**config.mk**
```make
export PLATFORM = sky130hd
export DESIGN_NAME = pwf_ctrl
export DESIGN_NICKNAME = d
export VERILOG_FILES = /design/src/rtl/core/pwf_pkg.sv /design/src/rtl/core/pwf_ctrl.sv
export SDC_FILE = /design/constraint.sdc
export NUM_CORES = 1
export LEC_CHECK = 0
export CORE_AREA = 3 3 40 42
export DETAILED_ROUTE_END_ITERATION = 7
export DIE_AREA = 0 0 43 45
export DONT_BUFFER_PORTS = 1
export PLACE_DENSITY_LB_ADDON = 0.08
export SYNTH_ARGS = -nofsm -noshare
export SYNTH_HDL_FRONTEND = slang
export SYNTH_SLANG_ARGS = --single-unit
```
**constraint.sdc**
```tcl
create_clock -name clk -period 1.7 [get_ports clk]
set_input_delay 0.085 -clock clk [delete_from_list [all_inputs] [get_ports clk]]
set_output_delay 0.085 -clock clk [all_outputs]
set_load 0.005 [all_outputs]
```
**src/rtl/core/pwf_pkg.sv**
```systemverilog
package pwf_pkg;

	localparam int PIX_W   = 8;
	localparam int RGB_W   = 3 * PIX_W;
	localparam int MODE_W  = 2;
	localparam int INT_W   = 8;
	localparam int SIZE_W  = 12;
	localparam int REG_W   = 2;
	localparam int IDX_W   = 24;

	localparam int DEF_MAX_WIDTH  = 2048;
	localparam int DEF_MAX_HEIGHT = 2048;

	localparam int DIV_STEPS  = IDX_W;
	localparam int SQRT_STEPS = 9;

	localparam logic [MODE_W-1:0] MODE_GRAY    = 2'd0;
	localparam logic [MODE_W-1:0] MODE_SHARPEN = 2'd1;
	localparam logic [MODE_W-1:0] MODE_EMBOSS  = 2'd2;
	localparam logic [MODE_W-1:0] MODE_SOBEL   = 2'd3;

	localparam logic [REG_W-1:0] REG_MODE      = 2'd0;
	localparam logic [REG_W-1:0] REG_INTENSITY = 2'd1;
	localparam logic [REG_W-1:0] REG_WIDTH     = 2'd2;
	localparam logic [REG_W-1:0] REG_HEIGHT    = 2'd3;

	localparam logic [MODE_W-1:0] RST_MODE      = MODE_GRAY;
	localparam logic [INT_W-1:0]  RST_INTENSITY = 8'd5;
	localparam logic [SIZE_W-1:0] RST_WIDTH     = 12'd640;
	localparam logic [SIZE_W-1:0] RST_HEIGHT    = 12'd480;

	localparam int GRAY_B     = 114;
	localparam int GRAY_G     = 587;
	localparam int GRAY_R     = 299;
	localparam int GRAY_DIV   = 1000;
	localparam int GRAY_RECIP = 1049;
	localparam int GRAY_SHIFT = 20;
	localparam int SHARP_CTR  = 4;

	typedef struct packed {
		logic accept;
		logic shift;
		logic div_start;
		logic div_step;
		logic sum;
		logic mul;
		logic clmp;
		logic sqr;
		logic sqrt_step;
		logic load;
	} cmd_t;

	typedef struct packed {
		logic emit;
	} stat_t;

endpackage

```
**src/rtl/core/pwf_ctrl.sv**
```systemverilog
module pwf_ctrl (
	input  logic           clk,
	input  logic           arst_n,
	input  logic           in_valid,
	output logic           in_ready,
	output logic           out_valid,
	input  logic           out_ready,
	input  pwf_pkg::stat_t stat,
	output pwf_pkg::cmd_t  cmd
);
	import pwf_pkg::*;

	localparam int CNT_W = $clog2(DIV_STEPS + 1);

	localparam logic [3:0] S_IDLE  = 4'd0;
	localparam logic [3:0] S_SHIFT = 4'd1;
	localparam logic [3:0] S_DIV   = 4'd2;
	localparam logic [3:0] S_SUM   = 4'd3;
	localparam logic [3:0] S_MUL   = 4'd4;
	localparam logic [3:0] S_CLMP  = 4'd5;
	localparam logic [3:0] S_SQR   = 4'd6;
	localparam logic [3:0] S_SQRT  = 4'd7;
	localparam logic [3:0] S_DONE  = 4'd8;

	logic [3:0]       state_q, state_d;
	logic [CNT_W-1:0] cnt_q, cnt_d;
	logic             out_valid_q;

	always_comb begin
		cmd     = '0;
		state_d = state_q;
		cnt_d   = cnt_q;
		case (state_q)
			S_IDLE: begin
				if (in_valid) begin
					cmd.accept = 1'b1;
					state_d    = S_SHIFT;
				end
			end
			S_SHIFT: begin
				cmd.shift = 1'b1;
				if (stat.emit) begin
					cmd.div_start = 1'b1;
					cnt_d         = '0;
					state_d       = S_DIV;
				end else begin
					state_d = S_IDLE;
				end
			end
			S_DIV: begin
				cmd.div_step = 1'b1;
				cnt_d        = cnt_q + 1'b1;
				if (cnt_q == CNT_W'(DIV_STEPS - 1)) begin
					state_d = S_SUM;
				end
			end
			S_SUM: begin
				cmd.sum = 1'b1;
				state_d = S_MUL;
			end
			S_MUL: begin
				cmd.mul = 1'b1;
				state_d = S_CLMP;
			end
			S_CLMP: begin
				cmd.clmp = 1'b1;
				state_d  = S_SQR;
			end
			S_SQR: begin
				cmd.sqr = 1'b1;
				cnt_d   = '0;
				state_d = S_SQRT;
			end
			S_SQRT: begin
				cmd.sqrt_step = 1'b1;
				cnt_d         = cnt_q + 1'b1;
				if (cnt_q == CNT_W'(SQRT_STEPS - 1)) begin
					state_d = S_DONE;
				end
			end
			S_DONE: begin
				// hold until the output register is free
				if (!out_valid_q || out_ready) begin
					cmd.load = 1'b1;
					state_d  = S_IDLE;
				end
			end
			default: begin
				state_d = S_IDLE;
			end
		endcase
	end

	always_ff @(posedge clk or negedge arst_n) begin
		if (!arst_n) begin
			state_q     <= S_IDLE;
			cnt_q       <= '0;
			out_valid_q <= 1'b0;
		end else begin
			state_q <= state_d;
			cnt_q   <= cnt_d;
			if (cmd.load) begin
				out_valid_q <= 1'b1;
			end else if (out_ready) begin
				out_valid_q <= 1'b0;
			end
		end
	end

	assign in_ready  = (state_q == S_IDLE);
	assign out_valid = out_valid_q;

	a_accept_shift: assert property (@(posedge clk) disable iff (!arst_n)
		(in_valid && in_ready) |=> (state_q == S_SHIFT))
		else $error("accepted request not followed by shift");

	a_no_emit_idle: assert property (@(posedge clk) disable iff (!arst_n)
		(state_q == S_SHIFT && !stat.emit) |=> (state_q == S_IDLE))
		else $error("non-emitting request did not return to idle");

	a_div_len: assert property (@(posedge clk) disable iff (!arst_n)
		(state_q == S_DIV && cnt_q == CNT_W'(DIV_STEPS - 1)) |=> (state_q == S_SUM))
		else $error("divider did not finish on time");

	a_done_hold: assert property (@(posedge clk) disable iff (!arst_n)
		(state_q == S_DONE && out_valid_q && !out_ready) |=> (state_q == S_DONE))
		else $error("result overwrote a pending output");

	a_out_drop: assert property (@(posedge clk) disable iff (!arst_n)
		$fell(out_valid_q) |-> $past(out_ready))
		else $error("output dropped without ready");
endmodule

```
; Yosys cells after proc, flatten, opt, wreduce, memory -nomap -nowiden
; Index checks and enable logic that the tools add are counted.
; W data, S select, Z words.
[totals]
regBits = 10
latch_bits = 0
ramBits = 0
rom_bits = 0
inputBits = 5
out_inout_bits = 12
elab_cells = 49
mem_count = 0
[op_classes]
n_addsub = 1
multipliers = 0
div_mod_pow = 0
n_lt_le_gt_ge = 0
eq_ne = 15
shifts = 0
n_mux = 22
n_bitwise = 0
reduce_logical = 8
[ops]
columns = operator, count
row1 = $pmux W4 S9, 1
row2 = $eq A4 B3 Y1 const B, 4
row3 = $mux W4, 4
row4 = $pmux W5 S3, 1
row5 = $mux W1, 13
row6 = $ne A2 B2 Y1 const B, 5
row7 = $eq A4 B2 Y1 const B, 2
row8 = $add A5 B1 Y5 const B, 1
row9 = $eq A5 B4 Y1 const B, 1
row10 = $eq A5 B5 Y1 const B, 1
row11 = $mux W5, 1
row12 = $eq A4 B1 Y1 const B, 1
row13 = $eq A4 B4 Y1 const B, 1
row14 = $logic_not A4 Y1, 1
row15 = $mux W2, 2
row16 = $reduce_and A4 Y1, 1
row17 = $reduce_bool A3 Y1, 1
row18 = $reduce_and A2 Y1, 1
row19 = $reduce_bool A2 Y1, 1
row20 = $reduce_or A2 Y1, 1
row21 = $logic_not A1 Y1, 1
row22 = $logic_or A1 B1 Y1, 1

; Depth between registers and ports, before layout
[logic_depth]
word_depth = 5
mapped_depth = 5
ltp_nobuf = 5

; Least setup slack after synthesis
; OpenSTA, ideal clock, no wires.
[synth_timing]
kind = register to register
from = register state_q[1]
to = register cnt_q[2]
setup_time_ps = 124
t_arrival_ps = 1341
t_required_ps = 1576
setup_slack_ps = 235
path_stages_with_launch = 4
path_buffers = 0
period_less_slack_ps = 1465
path_cell_list = dfrtp_1 or4b_1 a21o_1 a211o_1
[synth_via]
elab_chain_cells = 4
word_cells_on_any_way = 9
cone_classes = 5 x eq/ne / 1 x mux / 3 x reduce/logical
[synth_rtl]
columns = item, line_no
row1 = from (decl), pwf_ctrl.sv:25  ; logic [3:0] state_q, state_d;
row2 = from (signal assigned), pwf_ctrl.sv:100  ; state_q <= state_d;
row3 = $eq A4 B3 Y1 or $eq A4 B2 Y1 (tied branches), pwf_ctrl.sv:33  ; case (state_q)
row4 = $reduce_or A2 Y1 (no source line), -
row5 = $reduce_bool A3 Y1 (no source line), -
row6 = $reduce_and A2 Y1 (no source line), -
row7 = to (signal assigned), pwf_ctrl.sv:101  ; cnt_q <= cnt_d;
row8 = to (decl), pwf_ctrl.sv:26  ; logic [CNT_W-1:0] cnt_q, cnt_d;
; Several ways; a longest one is shown, not always the timed one.
; A chain may end at the register's enable or synchronous reset.

==> impl_results.md <==
* R2r setup slk at 0.19 ns
* Rel. slew slack at 69.8%
* Yosys warns at 0
* Most frequent cells in the layout: dfrtp_1 (10), nor3_1 (7), nor2_1 (6)
* Area of the die at 1940 µm²
* Worst Hold Launch: out_ready
* CP peak stage delay at 0.56 ns
* Seq cells post-synth at 10
* Slowest CP cell: or4b_4
* Synth-to-layout area growth at 14.4%
* Routed len/inst at 13.9 µm
* CP Cell Sequence: buf_4, or4b_4, nor2b_2
* Minimum clock period at 1.60 ns
* Seq/Total Area, Yosys at 40.0%
* Syn Nets at 77
* Hold path depth at 2
* Nets at 84
* Hold Vio Cnt, Final at 0
* Synthesized area at 626 µm²
* Total CTS buffers at 3
* Row cnt at 13
* CP Data Arrival Time at 1.51 ns
* Port buffer count at 0
* WP buf/inv at 1
* VDD IR max at 0.625 mV
* Clock buffer depth at 2
* CTS tree: built
* Avg Vias per Cell at 5.76
* Final setup violation count at 0
* Ant diodes at 0
* Die width at 43 µm
* Max-slew violations at 0
* Status: finished clean
* Crit path kind: reg2out
* Clock root buffer master: clkbuf_4
* DR pass1 iterations at 4
* DRT iter0 DRCs at 17
* Number of global-route vias before repair at 467
* Worst EP required at 1.62 ns
* Critical-path maximum fanout at 11
* Worst setup EP type: output pin
* Static leakage at 0.327 nW
* Tcrit/Tclk final at 94.0%
* Die Y at 45 µm
* Critical register-to-register path startpoint: state_q[1]
* Util after Layout at 55.7%
* Core ar. at 1280 µm²
* H-tree Lvls at 1
* R2r worst-path depth at 3
* Hold EP: out_valid
* Power per Cell Area at 1520 nW/µm²
* Multi-input logic area at 348 µm²
* Postcts setup bufs at 0
* Vias after detailed routing at 524
* Synth Instances at 70
* Final WL at 1270 µm
* Reg2reg end: cnt_q[2]
* Commonest non-fill, non-tap cell in the layout: dfrtp_1
* Unrepaired setup endpoints after global routing: no
* Initial antenna violation count at 0
* Dpl hpwl at 939 µm
* Maxcap violations at 0
* GPL Wtd Cong at 0.763
* Layout fillers at 122
* Clock Sinks at 10
* # IOs at 17
* Mapped Avg Cell Area at 8.94 µm²
* GRT overflow at 0
* Largest net degree at the start of global routing at 12
* Share of cells above drive strength 1 at 15.8%
* First-pass GRT wire length at 2100 µm
* Max Clock Skew at 0.00675 ns
* Worst skew pair latency at 0.27 ns
* Remaining DRCs at 0
* Starting density of the core at 48.7%
* Worst Hold Class: in2reg
* Overall Global Routing Usage at 15.1%
* Distinct cells, synth at 28
* Register Area at 250 µm²
* Fmax at 625 MHz
* Setup TNS at 0 ns
* Setup crit start kind: register
* Worst Max-Slew Pin Slew at 0.452 ns
* Post-route ant nets at 0
* Worst-path clk slew at 0.07 ns
* Crit path max-delay family: simple AND/OR/NAND/NOR gates
[how the worst max path moves through the flow]
stage	from	endpoint	slack (ns)	depth (start not counted)
6_report	state_q[1]	cmd[0]	0.10	3
4_1_cts	state_q[1]	cmd[0]	0.1	3
2_1_floorplan	state_q[1]	cnt_q[2]	0.23	3
5_1_grt	state_q[1]	cmd[0]	0.01	3
3_5_place_dp	state_q[1]	state_q[3]	0.19	3
3_3_place_gp	state_q[1]	state_q[3]	0.21	3
[sequential cells by signal (all words and copies together), names as in the netlist]
name,count
cnt_q,5
state_q,4
out_valid,1
[cell families (layout without fill, tap and decap cells)]
logic type	count (synthesis)	in the layout	synth area share (%)
compound gates	11	11	13.6
xor+xnor	3	3	4.20
fa+ha+maj	2	2	4.00
buf+inv	8	14	5.40
flops	10	10	40.0
mux	1	1	1.80
simple gates	35	35	31.0
[power by group]
group,switching (mW),total (mW),internal [mW]
Clock,0.0822,0.212,0.130
Sequential,0.0584,0.362,0.304
Combinational,0.288,0.516,0.229
Total,0.428,1.09,0.663
[per-stage QoR]
stage          total power, mW  area (µm²)  setup WS [ns]  cells  hold slack (ns)
5_1_grt                   1.19         716         0.0135     91           0.0392
4_1_cts                   1.10         716         0.0952     91           0.0139
3_3_place_gp             0.873         663          0.208     86           -0.210
6_report                  1.09         716          0.101     91           0.0200
2_1_floorplan            0.756         626          0.235     70           -0.211
3_5_place_dp             0.874         663          0.193     86           -0.210
[layer usage]
layer,vias up,global-route usage [%],wire length (µm)
met3,4,6.37,73
met2,11,21.0,579
met1,248,20.2,587
met4,0,7.23,25
met5,-,0,0
li1,261,-,-
[Yosys cell counts]
library cell | count | area [µm²]
dfrtp_1 | 10 | 250
nor3_1 | 7 | 35.0
nor2_1 | 6 | 22.5
a22o_1 | 4 | 35.0
inv_1 | 4 | 15.0
nand2_1 | 4 | 15.0
nand2b_1 | 4 | 25.0
nand3_1 | 4 | 20.0
buf_2 | 3 | 15.0
xnor2_1 | 3 | 26.3
and2_1 | 2 | 12.5
ha_1 | 2 | 25.0
nor3b_1 | 2 | 15.0
a211o_1 | 1 | 8.76
a21o_1 | 1 | 7.51
a21oi_1 | 1 | 5.00
clkbuf_1 | 1 | 3.75
mux2_2 | 1 | 11.3
nand3b_1 | 1 | 7.51
nand4b_1 | 1 | 8.76
nor2b_1 | 1 | 6.26
nor4_1 | 1 | 6.26
o211ai_1 | 1 | 7.51
o21a_1 | 1 | 7.51
o21ai_0 | 1 | 5.00
o32ai_1 | 1 | 8.76
or4b_1 | 1 | 10.0
or4b_2 | 1 | 10.0
[final cells by class]
cell class | instances | area share [%]
tap | 15 | 2.62
clock buffer | 4 | 5.07
multi-input combinational | 52 | 48.6
sequential | 10 | 35.0
inverter | 4 | 2.10
timing repair buffer | 6 | 6.64
[worst reg2reg max path, stage by stage (launching register included)]
cell,delay (ns)
dfrtp_1,0.37
or4b_1,0.51
a21o_1,0.22
a211o_1,0.29
[what timing repair did]
action	CTS	global route
gates resized for setup	2	0
hold endpoints to repair	10	0
hold buffers	1	0
setup endpoints to repair	1	0
Note: power is estimated with default switching activity, not from simulation.
